==> config.mk <==
export PLATFORM = sky130hd
export DESIGN_NAME = status_light_blink_breathe_controller_unit
export DESIGN_NICKNAME = d
export VERILOG_FILES = /design/src/rtl/slbb_pkg.sv /design/src/rtl/status_light_blink_breathe_controller_unit.sv
export SDC_FILE = /design/constraint.sdc
export NUM_CORES = 1
export LEC_CHECK = 0
export BUFFER_PORTS_ARGS = -buffer_cell sky130_fd_sc_hd__buf_2
export CAP_MARGIN = 20
export CORE_AREA = 4 4 177 179
export DETAILED_ROUTE_END_ITERATION = 16
export DIE_AREA = 0 0 181 183
export MAX_ROUTING_LAYER = met4
export PLACE_DENSITY = 0.74
export SLEW_MARGIN = 20
export SYNTH_ARGS = -nofsm -noshare
export SYNTH_HDL_FRONTEND = slang
export SYNTH_SLANG_ARGS = --single-unit
==> constraint.sdc <==
create_clock -name aclk -period 8.5 [get_ports aclk]
set_input_delay 1.7 -clock aclk [delete_from_list [all_inputs] [get_ports aclk]]
set_output_delay 1.7 -clock aclk [all_outputs]
set_load 0.02 [all_outputs]
==> src/rtl/slbb_pkg.sv <==
// ----------------------------------------------------------------------------
// slbb_pkg
// Shared types, register map and constants of the status light controller.
// ----------------------------------------------------------------------------
`default_nettype none

package slbb_pkg;

    localparam int TimerWidthDefault = 16;
    localparam int AddrWidth         = 5;
    localparam int DataWidth         = 32;
    localparam int InDataWidth       = 8;
    localparam int OutDataWidth      = 72;

    localparam logic [15:0] BlinkPeriodReset   = 16'd666;
    localparam logic [15:0] BreathePeriodReset = 16'd15;
    localparam logic [8:0]  BreatheTopReset    = 9'sd100;
    localparam logic [8:0]  BreatheBottomReset = -9'sd10;
    localparam logic [7:0]  LeftLevelReset     = 8'd50;
    localparam logic [7:0]  RightLevelReset    = 8'd50;

    localparam logic [23:0] ColourNone   = 24'h000000;
    localparam logic [23:0] ColourBlue   = 24'h0000FF;
    localparam logic [23:0] ColourYellow = 24'hFFFF00;
    localparam logic [23:0] ColourRed    = 24'hFF0000;

    typedef enum logic [2:0] {
        REG_BLINK_PERIOD   = 3'd0,
        REG_BREATHE_PERIOD = 3'd1,
        REG_BREATHE_TOP    = 3'd2,
        REG_BREATHE_BOTTOM = 3'd3,
        REG_LEFT_LEVEL     = 3'd4,
        REG_RIGHT_LEVEL    = 3'd5
    } reg_index_t;

    typedef enum logic [3:0] {
        ST_OFF        = 4'd0,
        ST_DRIVING    = 4'd1,
        ST_REVERSE    = 4'd2,
        ST_TURN_LEFT  = 4'd3,
        ST_TURN_RIGHT = 4'd4,
        ST_CAUTION    = 4'd5,
        ST_STANDBY    = 4'd6,
        ST_FAULT      = 4'd7,
        ST_CHARGING   = 4'd8
    } status_t;

    typedef struct packed {
        logic        lit;
        logic [23:0] rgb;
        logic [7:0]  bright;
    } drive_t;

    localparam drive_t DriveOff = '{lit: 1'b0, rgb: 24'h000000, bright: 8'h00};

    function automatic logic [23:0] status_colour(input logic [3:0] status);
        logic [23:0] colour;
        case (status)
            ST_DRIVING, ST_REVERSE, ST_TURN_LEFT, ST_TURN_RIGHT: colour = ColourBlue;
            ST_CAUTION, ST_STANDBY: colour = ColourYellow;
            ST_FAULT, ST_CHARGING: colour = ColourRed;
            default: colour = ColourNone;
        endcase
        return colour;
    endfunction

endpackage

`default_nettype wire

==> src/rtl/status_light_blink_breathe_controller_unit.sv <==
// ----------------------------------------------------------------------------
// status_light_blink_breathe_controller_unit
// Two-strip status light controller with steady, blink and breathe patterns.
// ----------------------------------------------------------------------------
// Each input word is either a one-millisecond tick (tuser low) or a new status
// (tuser high, status in tdata[3:0]), and every word yields exactly one output
// word with the drive of both strips and the shown status. The block takes one
// word per clock while s_axis_tready is high; the state update and the result
// are formed in a single register stage, and each result is registered.
// A two-entry output buffer lets input flow on while a result waits, and
// s_axis_tready only drops when both entries are full.
`default_nettype none

module status_light_blink_breathe_controller_unit #(
    parameter int TIMER_WIDTH = slbb_pkg::TimerWidthDefault
) (
    input  wire logic                              aclk,
    input  wire logic                              aresetn,

    input  wire logic                              s_axis_tvalid,
    output      logic                              s_axis_tready,
    // [3:0] status, [7:4] zero
    input  wire logic [slbb_pkg::InDataWidth-1:0]  s_axis_tdata,
    // [0] mode
    input  wire logic                              s_axis_tuser,

    output      logic                              m_axis_tvalid,
    input  wire logic                              m_axis_tready,
    // [0] left_lit, [24:1] left_rgb, [32:25] left_bright, [33] right_lit,
    // [57:34] right_rgb, [65:58] right_bright, [69:66] shown_status, [71:70] zero
    output      logic [slbb_pkg::OutDataWidth-1:0] m_axis_tdata,

    input  wire logic                              psel,
    input  wire logic                              penable,
    input  wire logic                              pwrite,
    input  wire logic [slbb_pkg::AddrWidth-1:0]    paddr,
    input  wire logic [slbb_pkg::DataWidth-1:0]    pwdata,
    output      logic [slbb_pkg::DataWidth-1:0]    prdata,
    output      logic                              pready
);

    localparam int CmpWidth = (TIMER_WIDTH > 16) ? TIMER_WIDTH : 16;
    localparam logic [TIMER_WIDTH-1:0] TimerCap = '1;

    logic [15:0]  blink_period_reg;
    logic [15:0]  breathe_period_reg;
    logic [8:0]   breathe_top_reg;
    logic [8:0]   breathe_bottom_reg;
    logic [7:0]   left_level_reg;
    logic [7:0]   right_level_reg;

    logic         cfg_write;
    logic [2:0]   cfg_index;

    logic [3:0]             status_reg, status_next;
    logic                   blink_armed_reg, blink_armed_next;
    logic [TIMER_WIDTH-1:0] blink_elapsed_reg, blink_elapsed_next;
    logic                   breathe_armed_reg, breathe_armed_next;
    logic [TIMER_WIDTH-1:0] breathe_elapsed_reg, breathe_elapsed_next;
    logic signed [9:0]      breathe_level_reg, breathe_level_next;
    logic                   breathe_rising_reg, breathe_rising_next;
    slbb_pkg::drive_t       left_reg, left_next;
    slbb_pkg::drive_t       right_reg, right_next;

    logic                   in_fire;
    logic                   out_fire;
    logic [3:0]             in_status;
    logic [23:0]            colour;
    logic [TIMER_WIDTH-1:0] blink_inc;
    logic [TIMER_WIDTH-1:0] breathe_inc;
    logic                   blink_over;
    logic                   breathe_over;
    logic signed [9:0]      top_ext;
    logic signed [9:0]      bottom_ext;
    logic                   rising_now;
    logic [slbb_pkg::OutDataWidth-1:0] result;

    logic                              out_valid_reg;
    logic [slbb_pkg::OutDataWidth-1:0] out_data_reg;
    logic                              skid_valid_reg;
    logic [slbb_pkg::OutDataWidth-1:0] skid_data_reg;

    function automatic slbb_pkg::drive_t side_on(input logic [23:0] rgb,
                                                 input logic [7:0] level);
        slbb_pkg::drive_t d;
        d.lit    = 1'b1;
        d.rgb    = rgb;
        d.bright = level;
        return d;
    endfunction

    function automatic slbb_pkg::drive_t side_toggle(input slbb_pkg::drive_t d,
                                                     input logic [23:0] rgb,
                                                     input logic [7:0] level);
        slbb_pkg::drive_t t;
        if (d.lit) begin
            t = slbb_pkg::DriveOff;
        end else begin
            t = side_on(rgb, level);
        end
        return t;
    endfunction

    // Configuration port.
    assign pready    = 1'b1;
    assign cfg_write = psel && penable && pwrite && pready;
    assign cfg_index = paddr[4:2];

    always_ff @(posedge aclk) begin
        if (!aresetn) begin
            blink_period_reg   <= slbb_pkg::BlinkPeriodReset;
            breathe_period_reg <= slbb_pkg::BreathePeriodReset;
            breathe_top_reg    <= slbb_pkg::BreatheTopReset;
            breathe_bottom_reg <= slbb_pkg::BreatheBottomReset;
            left_level_reg     <= slbb_pkg::LeftLevelReset;
            right_level_reg    <= slbb_pkg::RightLevelReset;
        end else if (cfg_write) begin
            case (cfg_index)
                slbb_pkg::REG_BLINK_PERIOD:   blink_period_reg   <= pwdata[15:0];
                slbb_pkg::REG_BREATHE_PERIOD: breathe_period_reg <= pwdata[15:0];
                slbb_pkg::REG_BREATHE_TOP:    breathe_top_reg    <= pwdata[8:0];
                slbb_pkg::REG_BREATHE_BOTTOM: breathe_bottom_reg <= pwdata[8:0];
                slbb_pkg::REG_LEFT_LEVEL:     left_level_reg     <= pwdata[7:0];
                slbb_pkg::REG_RIGHT_LEVEL:    right_level_reg    <= pwdata[7:0];
                default: ;
            endcase
        end
    end

    always_comb begin
        case (cfg_index)
            slbb_pkg::REG_BLINK_PERIOD:   prdata = {16'h0000, blink_period_reg};
            slbb_pkg::REG_BREATHE_PERIOD: prdata = {16'h0000, breathe_period_reg};
            slbb_pkg::REG_BREATHE_TOP:    prdata = {23'h000000, breathe_top_reg};
            slbb_pkg::REG_BREATHE_BOTTOM: prdata = {23'h000000, breathe_bottom_reg};
            slbb_pkg::REG_LEFT_LEVEL:     prdata = {24'h000000, left_level_reg};
            slbb_pkg::REG_RIGHT_LEVEL:    prdata = {24'h000000, right_level_reg};
            default:                      prdata = '0;
        endcase
    end

    // Pattern state update.
    assign s_axis_tready = !skid_valid_reg;
    assign in_fire       = s_axis_tvalid && s_axis_tready;
    assign out_fire      = m_axis_tvalid && m_axis_tready;
    assign in_status     = s_axis_tdata[3:0];
    assign colour        = slbb_pkg::status_colour(status_reg);

    assign blink_inc    = (blink_elapsed_reg == TimerCap) ? blink_elapsed_reg
                                                          : blink_elapsed_reg + 1'b1;
    assign breathe_inc  = (breathe_elapsed_reg == TimerCap) ? breathe_elapsed_reg
                                                            : breathe_elapsed_reg + 1'b1;
    assign blink_over   = CmpWidth'(blink_inc) > CmpWidth'(blink_period_reg);
    assign breathe_over = CmpWidth'(breathe_inc) > CmpWidth'(breathe_period_reg);

    assign top_ext    = $signed({breathe_top_reg[8], breathe_top_reg});
    assign bottom_ext = $signed({breathe_bottom_reg[8], breathe_bottom_reg});
    assign rising_now = (breathe_level_reg >= top_ext) ? 1'b0 :
                        (breathe_level_reg <= bottom_ext) ? 1'b1 : breathe_rising_reg;

    always_comb begin
        status_next          = status_reg;
        blink_armed_next     = blink_armed_reg;
        blink_elapsed_next   = blink_elapsed_reg;
        breathe_armed_next   = breathe_armed_reg;
        breathe_elapsed_next = breathe_elapsed_reg;
        breathe_level_next   = breathe_level_reg;
        breathe_rising_next  = breathe_rising_reg;
        left_next            = left_reg;
        right_next           = right_reg;
        if (in_fire) begin
            if (s_axis_tuser) begin
                if (in_status != status_reg) begin
                    status_next          = in_status;
                    blink_armed_next     = 1'b0;
                    blink_elapsed_next   = '0;
                    breathe_armed_next   = 1'b0;
                    breathe_elapsed_next = '0;
                    breathe_level_next   = '0;
                    left_next            = slbb_pkg::DriveOff;
                    right_next           = slbb_pkg::DriveOff;
                end
            end else begin
                case (status_reg)
                    slbb_pkg::ST_OFF: begin
                        left_next  = slbb_pkg::DriveOff;
                        right_next = slbb_pkg::DriveOff;
                    end
                    slbb_pkg::ST_DRIVING, slbb_pkg::ST_CAUTION, slbb_pkg::ST_FAULT: begin
                        left_next  = side_on(colour, left_level_reg);
                        right_next = side_on(colour, right_level_reg);
                    end
                    slbb_pkg::ST_REVERSE, slbb_pkg::ST_TURN_LEFT,
                    slbb_pkg::ST_TURN_RIGHT, slbb_pkg::ST_STANDBY: begin
                        if (!blink_armed_reg) begin
                            blink_armed_next   = 1'b1;
                            blink_elapsed_next = '0;
                        end else begin
                            blink_elapsed_next = blink_inc;
                            if (blink_over) begin
                                blink_armed_next = 1'b0;
                                if (status_reg != slbb_pkg::ST_TURN_RIGHT) begin
                                    left_next = side_toggle(left_reg, colour, left_level_reg);
                                end
                                if (status_reg != slbb_pkg::ST_TURN_LEFT) begin
                                    right_next = side_toggle(right_reg, colour,
                                                             right_level_reg);
                                end
                            end
                        end
                    end
                    slbb_pkg::ST_CHARGING: begin
                        if (!breathe_armed_reg) begin
                            breathe_armed_next   = 1'b1;
                            breathe_elapsed_next = '0;
                        end else begin
                            breathe_elapsed_next = breathe_inc;
                            if (breathe_over) begin
                                breathe_armed_next = 1'b0;
                                if (!breathe_level_reg[9]) begin
                                    left_next  = side_on(colour, breathe_level_reg[7:0]);
                                    right_next = side_on(colour, breathe_level_reg[7:0]);
                                end
                                breathe_rising_next = rising_now;
                                breathe_level_next  = rising_now ? breathe_level_reg + 10'sd1
                                                                 : breathe_level_reg - 10'sd1;
                            end
                        end
                    end
                    default: ;
                endcase
            end
        end
    end

    always_ff @(posedge aclk) begin
        if (!aresetn) begin
            status_reg          <= slbb_pkg::ST_OFF;
            blink_armed_reg     <= 1'b0;
            blink_elapsed_reg   <= '0;
            breathe_armed_reg   <= 1'b0;
            breathe_elapsed_reg <= '0;
            breathe_level_reg   <= '0;
            breathe_rising_reg  <= 1'b1;
            left_reg            <= slbb_pkg::DriveOff;
            right_reg           <= slbb_pkg::DriveOff;
        end else begin
            status_reg          <= status_next;
            blink_armed_reg     <= blink_armed_next;
            blink_elapsed_reg   <= blink_elapsed_next;
            breathe_armed_reg   <= breathe_armed_next;
            breathe_elapsed_reg <= breathe_elapsed_next;
            breathe_level_reg   <= breathe_level_next;
            breathe_rising_reg  <= breathe_rising_next;
            left_reg            <= left_next;
            right_reg           <= right_next;
        end
    end

    // Result word and output buffer.
    assign result = {2'b00, status_next,
                     right_next.bright, right_next.rgb, right_next.lit,
                     left_next.bright, left_next.rgb, left_next.lit};

    always_ff @(posedge aclk) begin
        if (!aresetn) begin
            out_valid_reg  <= 1'b0;
            skid_valid_reg <= 1'b0;
        end else if (out_fire || !out_valid_reg) begin
            out_valid_reg  <= skid_valid_reg || in_fire;
            skid_valid_reg <= 1'b0;
        end else if (in_fire) begin
            skid_valid_reg <= 1'b1;
        end
    end

    always_ff @(posedge aclk) begin
        if (out_fire || !out_valid_reg) begin
            out_data_reg <= skid_valid_reg ? skid_data_reg : result;
        end else if (in_fire) begin
            skid_data_reg <= result;
        end
    end

    assign m_axis_tvalid = out_valid_reg;
    assign m_axis_tdata  = out_data_reg;

endmodule

`default_nettype wire

Yosys cells after proc, flatten, opt, wreduce, memory -nomap -nowiden
Memory sizes are Yosys's and may differ from the RTL's. A register that Yosys moved wholly into a read port is not among the register bits.
Index checks and enable logic that the tools add are counted.

cells by class
  reductions and logical operators = 28
  multiplexer cells = 54
  add/subtract/negate cells = 4
  $lt $le $gt $ge = 4
  bitwise logic cells = 3
  equality and inequality tests = 19

operators with widths
  cell                                                                    number
  33-bit two-way mux                                                      20
  33-bit case mux with 4 select lines                                     2
  16-bit two-way mux                                                      9
  16-bit case mux with 6 select lines                                     1
  70-bit two-way mux                                                      1
  10-bit two-way mux                                                      6
  16-bit by 1-bit adder with 16-bit output (second input constant)        2
  16-bit equality test (second input constant)                            2
  16-bit greater-than comparator                                          2
  4-bit by 3-bit equality test with 1-bit output (second input constant)  4
  4-bit two-way mux                                                       4
  2-bit AND reduction                                                     7
  1-bit two-way mux                                                       11
  10-bit by 2-bit adder with 10-bit output (second input constant)        1
  10-bit by 9-bit greater-or-equal comparator with 1-bit output           1
  10-bit by 9-bit <= comparator with 1-bit output                         1
  5-bit AND reduction                                                     2
  10-bit by 2-bit subtractor with 10-bit output (second input constant)   1
  4-bit by 2-bit equality test with 1-bit output (second input constant)  2
  2-bit nonzero test                                                      4
  3-bit by 2-bit equality test with 1-bit output (second input constant)  2
  3-bit equality test (second input constant)                             2
  3-bit AND reduction                                                     2
  4-bit by 1-bit equality test with 1-bit output (second input constant)  1
  other kinds (15)                                                        22

word-level totals
  memories = 1
  logic and storage cells = 136
  flip-flop bits (word level) = 323
  output and inout bits = 107
  memory bits (read-only) = 384
  bits of input ports = 53

memories
  name              depth  width  rd ports  clocked after Yosys merged registers in  wr ports  RTL line        source
  (name not given)  16     24     1         1                                        0         slbb_pkg.sv:58  case (status)

Longest topological paths before layout
Gate-level depths: netlist of the first run.

  word-level depth = 9
  depth in mapped cells = 18
  depth with buffers taken out = 18

Least setup slack after synthesis of the first run
Ideal clock, no wire load.

  path type = input to register
  from = input m_axis_tready
  to = register skid_data_reg[0] in the netlist's numbering (enable)
  setup time = 0.499 ns
  required time = 8.001 ns
  buffers on the path = 0
  path slack = 1.466 ns
  data arrival time = 6.536 ns
  stages on the path = 2
  cells stage by stage = nand2b_1 -> nor2_1

between the ends
  cells in the longest elaborated chain, start to end = 4

ends and longest elaborated chain
  what                           RTL line                                           source
  from (decl)                    status_light_blink_breathe_controller_unit.sv:28   input wire logic m_axis_tready,
  1-bit logical AND              status_light_blink_breathe_controller_unit.sv:145  assign out_fire = m_axis_tvalid && m_axis_tready;
  1-bit logical OR               status_light_blink_breathe_controller_unit.sv:278  if (out_fire || !out_valid_reg) begin
  1-bit NOT (no line)            n/a
  2-bit AND reduction (no line)  n/a
  to (signal assigned)           status_light_blink_breathe_controller_unit.sv:281  skid_data_reg <= result;
  to (decl)                      status_light_blink_breathe_controller_unit.sv:81   logic [slbb_pkg::OutDataWidth-1:0] skid_data_reg;

Every way passes these cells.
A chain may end at the register's enable or synchronous reset.

Worst setup path after layout of the first run
  from = register breathe_elapsed_reg[4]
  to = register out_data_reg (netlist bit m_axis_tdata[40]), data pin

between the ends
  cells in the longest elaborated chain, start to end = 9
  elaborated cells on any way between the ends = 10
  those cells by class = add/sub: 1; order compare: 1; eq/ne: 1; mux: 7

ends and longest elaborated chain
  what                                                                                     RTL line                                                                                              source
  from (decl)                                                                              status_light_blink_breathe_controller_unit.sv:59                                                      logic [TIMER_WIDTH-1:0] breathe_elapsed_reg, breathe_elapsed_next;
  from (signal assigned)                                                                   status_light_blink_breathe_controller_unit.sv:252                                                     breathe_elapsed_reg <= breathe_elapsed_next;
  16-bit by 1-bit adder with 16-bit output / 16-bit equality test (equally long branches)  status_light_blink_breathe_controller_unit.sv:152, status_light_blink_breathe_controller_unit.sv:151
  16-bit two-way mux *                                                                     status_light_blink_breathe_controller_unit.sv:151                                                     assign breathe_inc = (breathe_elapsed_reg == TimerCap) ? breathe_elapsed_reg
  16-bit greater-than comparator *                                                         status_light_blink_breathe_controller_unit.sv:154                                                     assign breathe_over = CmpWidth'(breathe_inc) > CmpWidth'(breathe_period_reg);
  33-bit two-way mux *                                                                     status_light_blink_breathe_controller_unit.sv:218                                                     if (breathe_over) begin
  33-bit two-way mux *                                                                     status_light_blink_breathe_controller_unit.sv:213                                                     if (!breathe_armed_reg) begin
  33-bit case mux with 4 select lines *                                                    status_light_blink_breathe_controller_unit.sv:184                                                     case (status_reg)
  33-bit two-way mux *                                                                     status_light_blink_breathe_controller_unit.sv:172                                                     if (s_axis_tuser) begin
  33-bit two-way mux *                                                                     status_light_blink_breathe_controller_unit.sv:171                                                     if (in_fire) begin
  70-bit two-way mux *                                                                     status_light_blink_breathe_controller_unit.sv:279                                                     out_data_reg <= skid_valid_reg ? skid_data_reg : result;
  to (signal assigned)                                                                     status_light_blink_breathe_controller_unit.sv:279
  to (decl)                                                                                status_light_blink_breathe_controller_unit.sv:79                                                      logic [slbb_pkg::OutDataWidth-1:0] out_data_reg;

Mark *: on every way between the ends. The rest lies on a longest branch, timed or not.

==> key figures, run 1 <==
Synthesis
  • Ys flop type: dfxtp_1
  • Synth warn: 0
  • Most numerous cell in the Yosys netlist: nor2_1
  • Synthesized area: 0.01622 mm²
  • Synth top area cells: edfxtp_1, dfxtp_1, nor2_1, ha_1, nand2_1
  • Seq cells post-synth: 326
  • EDFF count, synth: 140
  • Synth top cells by count: nor2_1, nand2_1, dfxtp_1
  • Mean Syn Cell Area: 9.473 µm²
  • Fraction of registers with async set/reset: 0%
  • Post-Syn Instances: 1712
  • Post-synth top area cell: edfxtp_1
  • Synth cell types: 84
  • Register area share after synthesis: 48.88%
  • Synth top area share: 25.92%

Floorplan
  • Initial Util: 54.87%
  • Die Area: 0.03312 mm²
  • Width of the die: 181 µm
  • Core area: 0.02956 mm²
  • Die height: 183 µm
  • Site row count: 63
  • Io pins: 160

Power
  • Cell Pwr Density: 191.3 mW/mm²
  • Sw power: 0.0008247 W
  • Peak supply drop: 0.1508 mV
  • Clk network pwr share: 43.7%
  • Internal: 0.002652 W
  • Comb pwr share: 7.8%
  • Total power: 0.003476 W
  • Switching share of power: 23.72%
  • Leakage: 6.965 nW
  • Flop pwr share: 48.5%

CTS
  • PostCTS Resize Cnt: 0
  • Hold-fix buffers, CTS: 0
  • Worst-path clk slew: 60 ps
  • Clock latency on the worst-skew pair: 520 ps
  • Postcts setup bufs: 0
  • Sink Count: 326
  • TritonCTS clock tree: done
  • Htree depth: 2
  • Clock Path Buffers: 3
  • TritonCTS buffer count: 36
  • Clock root buffer: clkbuf_16

Setup path
  • R2R Path Start: breathe_elapsed_reg[4]
  • Crit path max fanout: 15
  • Worst reg2reg setup slack: 3110 ps
  • CP endpoint kind: flip-flop
  • Crit path arrival time: 5600 ps
  • Setup crit start kind: flip-flop
  • Worst R2R Path Depth: 15
  • CP Class: flip-flop to flip-flop
  • R2R Path End: m_axis_tdata[40]
  • Crit path required time: 8720 ps

STA
  • Fmax: 185.6 MHz
  • RSZ-0062 raised after global routing: false
  • Final Critical Period: 5387 ps
  • Slew Limit Fails: 0
  • Setup TNS: 0 ps
  • # setup viols final: 0
  • Worst-Margin Slew: 1088 ps
  • Max_slew headroom: 27.23%
  • Fin crit share: 63.37%
  • Fin. Hold Viols: 0
  • Final worst slack: 3113 ps
  • Post-Route Skew: 18.79 ps

Drt
  • DRC Markers: 0
  • Drt first pass iters: 5
  • WL final: 40340 µm
  • Vias/cell: 5.927
  • Vias post-DR: 13150
  • Initial detailed-routing violation count: 1119
  • Routed len/inst: 18.18 µm
  • Post-route antenna net violation count: 0

Worst hold path
  • Hold path depth: 2
  • Hold Crit Endpoint: breathe_period_reg[4]
  • Hold path startpoint: breathe_period_reg[4]
  • Worst Hold Class: flip-flop to flip-flop

Placed design
  • Pre-CTS setup slack: 3231 ps
  • Final GP Congestion: 0.8717
  • Dpl hpwl: 27590 µm
  • Placed Area: 0.01702 mm²
  • Port bufs: 118

Global route
  • Gr usage total: 24.15%
  • Largest net degree at the start of global routing: 74
  • Number of global-route vias before repair: 12240
  • First-pass GRT wire length: 64170 µm
  • Initial antenna violation count: 0
  • Total grt overflow: 0

Final layout
  • Share of cells above drive strength 1: 13.94%
  • Fin nets: 1925
  • N_diodes: 0
  • Layout area overhead: 12.04%
  • Final Cell Area: 0.01817 mm²

Run
  • Max Cap Viol: 0

Run status
  • Status: finished, final reports clean
stage by stage:
| step | hold slack [ps] | util, % | std cells |
|---|---|---|---|
| after floorplan | 436.3 | - | 1729 |
| after global placement | 446.1 | 57.57 | 2158 |
| after detailed placement | 456.0 | 57.57 | 2158 |
| after CTS | 463.7 | 61.47 | 2219 |
| after global routing | 492.5 | 61.47 | 2219 |
| final | 462.4 | 61.47 | 2219 |
critical path, cell delays in order, from the launching register on:
cell	delay, ps
dfxtp_1	460
and4_1	280
nand3_1	200
nor4_1	690
nor3_1	230
and3_1	280
xor2_1	240
ha_1	310
nand4_1	140
nor2_1	50
a221o_1	310
a211o_1	380
nand4_1	570
a21boi_1	280
o21ai_2	400
o211ai_1	240
per-layer routing:
metal  routed length [µm]  track usage [%]
met5                    0                -
met4                 1212            7.745
met3                 2976            3.868
met2                18920            38.63
met1                17230            31.88
layout make-up:
| cell class | instances | area (µm²) |
|---|---|---|
| inverters | 88 | 330.3 |
| clock buffers | 53 | 1045 |
| well taps | 390 | 488.0 |
| fillers | 2472 | 11390 |
| repair buffers | 127 | 658.1 |
| multi-input cells | 1227 | 7614 |
| clock inverters | 8 | 106.4 |
| flip-flops and latches | 326 | 7929 |
worst max-delay path by stage:
stage,from,end,depth (start not counted)
2_1_floorplan,m_axis_tready,skid_data_reg[0],2
3_3_place_gp,breathe_elapsed_reg[4],m_axis_tdata[40],15
3_5_place_dp,breathe_elapsed_reg[4],m_axis_tdata[40],15
4_1_cts,breathe_elapsed_reg[4],m_axis_tdata[40],15
5_1_grt,breathe_elapsed_reg[4],m_axis_tdata[40],15
6_report,breathe_elapsed_reg[4],m_axis_tdata[40],15
power by group through the flow:
stage / logic, W / clock network (W) / registers, W
2_1_floorplan: 0.000162 / 0 / 0.00174
3_3_place_gp: 0.000265 / 0 / 0.00172
3_5_place_dp: 0.000269 / 0 / 0.00172
4_1_cts: 0.000270 / 0.00155 / 0.00169
5_1_grt: 0.000291 / 0.00161 / 0.00169
6_report: 0.000270 / 0.00152 / 0.00169
cell families (layout without fill, tap and decap cells):
kind of cell             after synthesis  after routing  share of synthesized area (%)
AO/OA/AOI/OAI                        416            416                          18.18
XOR/XNOR                              29             29                          1.566
adder cells (fa/ha/maj)               66             66                          5.138
buffers and inverters                176            276                          4.660
flip-flops                           326            326                          48.88
multiplexers                          59             59                          3.935
other                                  2             19                        0.04631
AND/OR/NAND/NOR                      638            638                          17.60
cell usage in the layout (no fill, tap or decap), types with 18 or more instances in the layout:
cell       count
buf_2        118
nand3_1       26
ha_1          65
nand2_1      189
o21ai_0       31
a211oi_1      32
a22o_1        21
o21ai_1       24
inv_1         85
nor3_1        22
o211ai_1      87
mux2_2        18
clkbuf_16     36
mux2i_1       39
nor2_1       288
conb_1        19
a21oi_1       99
dfxtp_1      185
xnor2_1       20
edfxtp_1     140
(Power assumes the default switching activity.)
==> run 2: changes to the inputs <==
==> constraint.sdc (replaced) <==
create_clock -name aclk -period 5.2 [get_ports aclk]
set_input_delay 1.04 -clock aclk [delete_from_list [all_inputs] [get_ports aclk]]
set_output_delay 1.04 -clock aclk [all_outputs]
set_load 0.02 [all_outputs]
==> key figures, run 2 (same netlist as run 1, synthesis figures left out) <==
Final layout
  • Layout area overhead: 12.87% (was 12.04%)
  • Fin nets: 1943 (was 1925)
  • Non-filler cells in the finished layout: 2240 (was 2219)
  • Share of cells above drive strength 1: 14.71% (was 13.94%)
  • Commonest non-fill, non-tap cell in the layout: nor2_1 (unchanged)
  • Commonest cells after routing, fill and taps aside: nor2_1, nand2_1, dfxtp_1 (unchanged)

STA
  • Fin. Hold Viols: 0 (unchanged)
  • Post-Route Skew: 14.98 ps (was 18.79 ps)
  • Worst-Margin Slew: 1128 ps (was 1088 ps)
  • # setup viols final: 0 (unchanged)
  • Fin crit share: 91.05% (was 63.37%)
  • Final Critical Period: 4734 ps (was 5387 ps)
  • Setup TNS: 0 ps (unchanged)
  • Max_slew headroom: 24.52% (was 27.23%)
  • RSZ-0062 raised after global routing: false (unchanged)
  • Fmax: 211.2 MHz (was 185.6 MHz)
  • Slew Limit Fails: 0 (unchanged)

Setup path
  • Crit path max fanout: 16 (was 15)
  • Max incr delay on CP: 450 ps (was 690 ps)
  • Setup crit start kind: flip-flop (unchanged)
  • CP endpoint kind: flip-flop (unchanged)
  • WP buf/inv: 1 (was 0)
  • Largest delay contributor family on the critical path: simple AND/OR/NAND/NOR gates (unchanged)
  • Crit path required time: 5440 ps (was 8720 ps)
  • Crit path arrival time: 4980 ps (was 5600 ps)
  • Crit-path cells: and4_1, nand3_1, nor4_1, nor3_1, nand4_1, xnor2_1, ha_1, a21oi_1, o21ai_0, a221o_1, a211o_1, and4_1, buf_4, and3_1, a221oi_2, o211ai_1 (was and4_1, nand3_1, nor4_1, nor3_1, and3_1, xor2_1, ha_1, nand4_1, nor2_1, a221o_1, a211o_1, nand4_1, a21boi_1, o21ai_2, o211ai_1)
  • Crit path top cell by count: and4_1 (was nand4_1)
  • Slowest CP cell: and4_1 (was nor4_1)
  • CP Class: flip-flop to flip-flop (unchanged)

Floorplan
  • Die height: 183 µm (unchanged)
  • Initial Util: 54.87% (unchanged)
  • Core area: 0.02956 mm² (unchanged)
  • Io pins: 160 (unchanged)
  • Width of the die: 181 µm (unchanged)
  • Site row count: 63 (unchanged)
  • Die Area: 0.03312 mm² (unchanged)

Global route
  • GR met2 Demand/Resource: 39.29% (was 38.63%)
  • Largest net degree at the start of global routing: 73 (was 74)
  • GR peak layer: met2 (unchanged)
  • Gr usage total: 24.31% (was 24.15%)
  • First-pass GRT wire length: 64420 µm (was 64170 µm)
  • Met1 usage: 31.46% (was 31.88%)
  • Initial antenna violation count: 1 (was 0)
  • Number of global-route vias before repair: 12410 (was 12240)
  • Met3 Resource Use GR: 4.225% (was 3.868%)
  • Total grt overflow: 0 (unchanged)

Placed design
  • Port bufs: 118 (unchanged)
  • Dpl hpwl: 28240 µm (was 27590 µm)
  • Placed Instances: 2176 (was 2158)
  • Final GP Congestion: 0.9208 (was 0.8717)

Drt
  • WL final: 40290 µm (was 40340 µm)
  • Post-route antenna net violation count: 0 (unchanged)
  • Initial detailed-routing violation count: 1063 (was 1119)
  • Vias/cell: 5.889 (was 5.927)
  • DRC Markers: 0 (unchanged)
  • Vias post-DR: 13190 (was 13150)
  • Drt first pass iters: 7 (was 5)
  • Routed len/inst: 17.98 µm (was 18.18 µm)

CTS
  • Clock latency on the worst-skew pair: 520 ps (about the same)
  • Hold-fix buffers, CTS: 0 (unchanged)
  • PostCTS Resize Cnt: 0 (unchanged)
  • Htree depth: 2 (unchanged)
  • Clock root buffer: clkbuf_16 (unchanged)
  • Postcts setup bufs: 0 (unchanged)
  • TritonCTS clock tree: done (unchanged)
  • Clock Path Buffers: 3 (unchanged)
  • Sink Count: 326 (unchanged)
  • TritonCTS buffer count: 36 (unchanged)
  • Worst-path clk slew: 60 ps (about the same)

Worst hold path
  • Worst Hold Class: flip-flop to flip-flop (unchanged)

Run
  • Max Cap Viol: 0 (unchanged)

Power
  • Internal: 0.004326 W (was 0.002652 W)
  • Flop pwr share: 48.5% (about the same)
  • Cell Pwr Density: 310.6 mW/mm² (was 191.3 mW/mm²)
  • Clk network pwr share: 43.7% (about the same)
  • Switching share of power: 23.91% (was 23.72%)
  • Leakage: 7.049 nW (was 6.965 nW)
  • Peak supply drop: 0.2588 mV (was 0.1508 mV)
  • Sw power: 0.001359 W (was 0.0008247 W)
  • Comb pwr share: 7.9% (was 7.8%)

Run status
  • Status: finished, final reports clean (unchanged)
run 2: power by group through the flow:
stage	clock [W]	combinational, W	sequential (W)
after floorplan	0	0.000265	0.00285
after global placement	0	0.000436	0.00281
after detailed placement	0	0.000444	0.00281
after CTS	0.00251	0.000446	0.00276
after global routing	0.00263	0.000480	0.00276
final	0.00248	0.000447	0.00276
run 2: final timing paths:
path / startpoint / end / slack, ps / depth (start not counted)
setup / recovery: breathe_elapsed_reg[4] / m_axis_tdata[64] / 470 / 16
setup reg to reg: breathe_elapsed_reg[4] / m_axis_tdata[64] / 470 / 16
hold reg to reg: breathe_period_reg[4] / breathe_period_reg[4] / 460 / 2
hold / removal: breathe_period_reg[4] / breathe_period_reg[4] / 460 / 2
run 2: area by class of cell:
cell class                      instances  area [µm²]
Fill cell                            2474       11250
Multi-Input combinational cell       1227        7614
Timing Repair Buffer                  145       793.3
Sequential cell                       326        7929
Inverter                               88       330.3
Tap cell                              390       488.0
Antenna cell                            1       2.502
Clock buffer                           49       979.7
Clock inverter                         14       168.9
run 2: per-layer routing:
metal	part of all wire [%]	up-vias	routed length [µm]
met1	42	6225	16880
met4	3.4	0	1353
met2	47	531	18830
met5	0	-	0
li1	-	6335	-
met3	8.0	100	3227
run 2: metrics by stage:
stage               setup slack, ps  total power (W)  utilization, %  cell area, µm²  hold WS (ps)
floorplan                     784.2         0.003114               -           16290         436.3
global placement              593.4         0.003244           58.03           17150         446.0
detailed placement            522.2         0.003254           58.03           17150         450.0
CTS                           506.8         0.005713           61.92           18300         457.9
global route                  82.25         0.005869           61.93           18310         481.0
finish                        465.5         0.005686           61.93           18310         455.9
run 2: worst reg2reg max path: stages (launching register included):
cell and delay [ps]:
dfxtp_1 390, and4_1 210, nand3_1 200, nor4_1 90
nor3_1 410, nand4_1 240, xnor2_1 180, ha_1 310
a21oi_1 160, o21ai_0 160, a221o_1 340, a211o_1 400
and4_1 450, buf_4 280, and3_1 210, a221oi_2 290
o211ai_1 140
==> run 3: changes to the inputs <==
--- a/config.mk
+++ b/config.mk
@@ -7,11 +7,13 @@
 export LEC_CHECK = 0
 export BUFFER_PORTS_ARGS = -buffer_cell sky130_fd_sc_hd__buf_2
 export CAP_MARGIN = 20
-export CORE_AREA = 4 4 177 179
+export CELL_PAD_IN_SITES_DETAIL_PLACEMENT = 1
+export CELL_PAD_IN_SITES_GLOBAL_PLACEMENT = 2
+export CORE_AREA = 4 4 212 214
 export DETAILED_ROUTE_END_ITERATION = 16
-export DIE_AREA = 0 0 181 183
+export DIE_AREA = 0 0 216 218
 export MAX_ROUTING_LAYER = met4
-export PLACE_DENSITY = 0.74
+export PLACE_DENSITY_LB_ADDON = 0.1
 export SLEW_MARGIN = 20
 export SYNTH_ARGS = -nofsm -noshare
 export SYNTH_HDL_FRONTEND = slang
==> key figures, run 3 (same netlist as run 1, synthesis figures left out) <==
STA
  • Final Critical Period: 4855 ps (was 4734 ps)
  • RSZ-0062 raised after global routing: false (unchanged)
  • Post-Route Skew: 18.89 ps (was 14.98 ps)
  • Fmax: 206.0 MHz (was 211.2 MHz)
  • Fin crit share: 93.36% (was 91.05%)
  • # setup viols final: 0 (unchanged)
  • Slew Limit Fails: 0 (unchanged)
  • Max_slew headroom: 34.28% (was 24.52%)
  • Fin. Hold Viols: 0 (unchanged)
  • Setup TNS: 0 ps (unchanged)
  • Worst-Margin Slew: 982.1 ps (was 1128 ps)

Global route
  • Total grt overflow: 0 (unchanged)
  • First-pass GRT wire length: 77580 µm (was 64420 µm)
  • Largest net degree at the start of global routing: 61 (was 73)
  • Initial antenna violation count: 1 (unchanged)
  • Gr usage total: 21.26% (was 24.31%)
  • Number of global-route vias before repair: 13690 (was 12410)

Floorplan
  • Width of the die: 216 µm (was 181 µm)
  • Io pins: 160 (unchanged)
  • Die Area: 0.04709 mm² (was 0.03312 mm²)
  • Initial Util: 37.82% (was 54.87%)
  • Site row count: 76 (was 63)
  • Die height: 218 µm (was 183 µm)
  • Core area: 0.04289 mm² (was 0.02956 mm²)

CTS
  • Postcts setup bufs: 0 (unchanged)
  • Sink Count: 326 (unchanged)
  • Hold-fix buffers, CTS: 0 (unchanged)
  • Clock latency on the worst-skew pair: 550 ps (was 520 ps)
  • PostCTS Resize Cnt: 0 (unchanged)
  • Worst-path clk slew: 60 ps (about the same)
  • Clock Path Buffers: 3 (unchanged)
  • Htree depth: 2 (unchanged)
  • TritonCTS buffer count: 38 (was 36)
  • Clock root buffer: clkbuf_16 (unchanged)
  • TritonCTS clock tree: done (unchanged)

Worst hold path
  • Hold path depth: 2 (unchanged)
  • Worst Hold Class: flip-flop to flip-flop (unchanged)

Run status
  • Status: finished, final reports clean (unchanged)

Placed design
  • Port bufs: 118 (unchanged)
  • Final GP Congestion: 0.8259 (was 0.9208)
  • Dpl hpwl: 34340 µm (was 28240 µm)

Setup path
  • CP endpoint kind: flip-flop (unchanged)
  • Setup crit start kind: flip-flop (unchanged)
  • Crit path required time: 5440 ps (about the same)
  • Crit path max fanout: 9 (was 16)
  • CP Class: flip-flop to flip-flop (unchanged)
  • Crit path arrival time: 5100 ps (was 4980 ps)
  • Worst R2R Path Depth: 16 (unchanged)

Drt
  • DRC Markers: 0 (unchanged)
  • WL final: 49080 µm (was 40290 µm)
  • Routed len/inst: 19.94 µm (was 17.98 µm)
  • Vias/cell: 5.308 (was 5.889)
  • Drt first pass iters: 4 (was 7)
  • Vias post-DR: 13070 (was 13190)
  • Post-route antenna net violation count: 0 (unchanged)
  • Initial detailed-routing violation count: 616 (was 1063)

Power
  • Peak supply drop: 0.1901 mV (was 0.2588 mV)
  • Cell Pwr Density: 310.4 mW/mm² (was 310.6 mW/mm²)
  • Leakage: 7.166 nW (was 7.049 nW)

Run
  • Max Cap Viol: 0 (unchanged)

Final layout
  • Share of cells above drive strength 1: 15.72% (was 14.71%)
  • Layout area overhead: 15.60% (was 12.87%)
  • Commonest non-fill, non-tap cell in the layout: nor2_1 (unchanged)
  • Final core occ: 43.72% (was 61.93%)
  • Fin nets: 1965 (was 1943)
  • Commonest cells after routing, fill and taps aside: nor2_1, nand2_1, dfxtp_1 (unchanged)
-- run 3: final timing paths --
| kind | from | endpoint | slack (ps) |
|---|---|---|---|
| min reg2reg | breathe_period_reg[4] | breathe_period_reg[4] | 460 |
| min | breathe_period_reg[4] | breathe_period_reg[4] | 460 |
| max reg2reg | blink_elapsed_reg[4] | m_axis_tdata[59] | 350 |
| max | blink_elapsed_reg[4] | m_axis_tdata[59] | 350 |
-- run 3: cell type report --
class                           count  area [µm²]
Fill cell                        4946       24140
Sequential cell                   326        7929
Multi-Input combinational cell   1227        7624
Clock buffer                       61        1099
Timing Repair Buffer              165       943.4
Tap cell                          585       732.0
Inverter                           88       330.3
Clock inverter                      9       88.84
Antenna cell                        1       2.502
-- run 3: metrics by stage --
step           std cells  setup WS [ps]  hold WS [ps]  power, W  instance area [µm²]
6_report            2462          345.3         461.3  0.005819                18750
5_1_grt             2462          28.79         491.5  0.006044                18750
4_1_cts             2461          315.5         462.5  0.005907                18740
3_5_place_dp        2391          337.2         454.2  0.003298                17550
3_3_place_gp        2391          431.7         441.8  0.003290                17550
2_1_floorplan       1729          784.2         436.3  0.003114                16290
-- run 3: metal layers --
layer | routed length [µm] | vias to the layer above | global-route usage (%)
met5 | 0 | - | -
met4 | 1075 | 0 | 4.929
met3 | 1701 | 66 | 3.107
met2 | 24130 | 209 | 36.08
met1 | 22170 | 6402 | 27.09
li1 | - | 6392 | -
-- run 3: critical path, cell delays in order, from the launching register on --
cell	delay [ps]
dfxtp_1	360
and4_1	220
and4_1	260
nand4_1	170
nor3_1	100
nor2_1	510
nand2_1	180
xnor2_1	170
ha_1	300
nand4_1	230
or4_4	620
nand2_4	170
nor2_2	80
a21oi_4	280
nor2_2	170
a221oi_1	460
o211ai_1	250
-- run 3: report_power, final --
part | leakage, nW | switching [W] | internal (W) | total, W
Clock | 0.575 | 0.00108 | 0.00150 | 0.00258
Combinational | 3.70 | 0.000344 | 0.000136 | 0.000480
Sequential | 2.89 | 0.0000310 | 0.00273 | 0.00276
Total | 7.17 | 0.00146 | 0.00436 | 0.00582
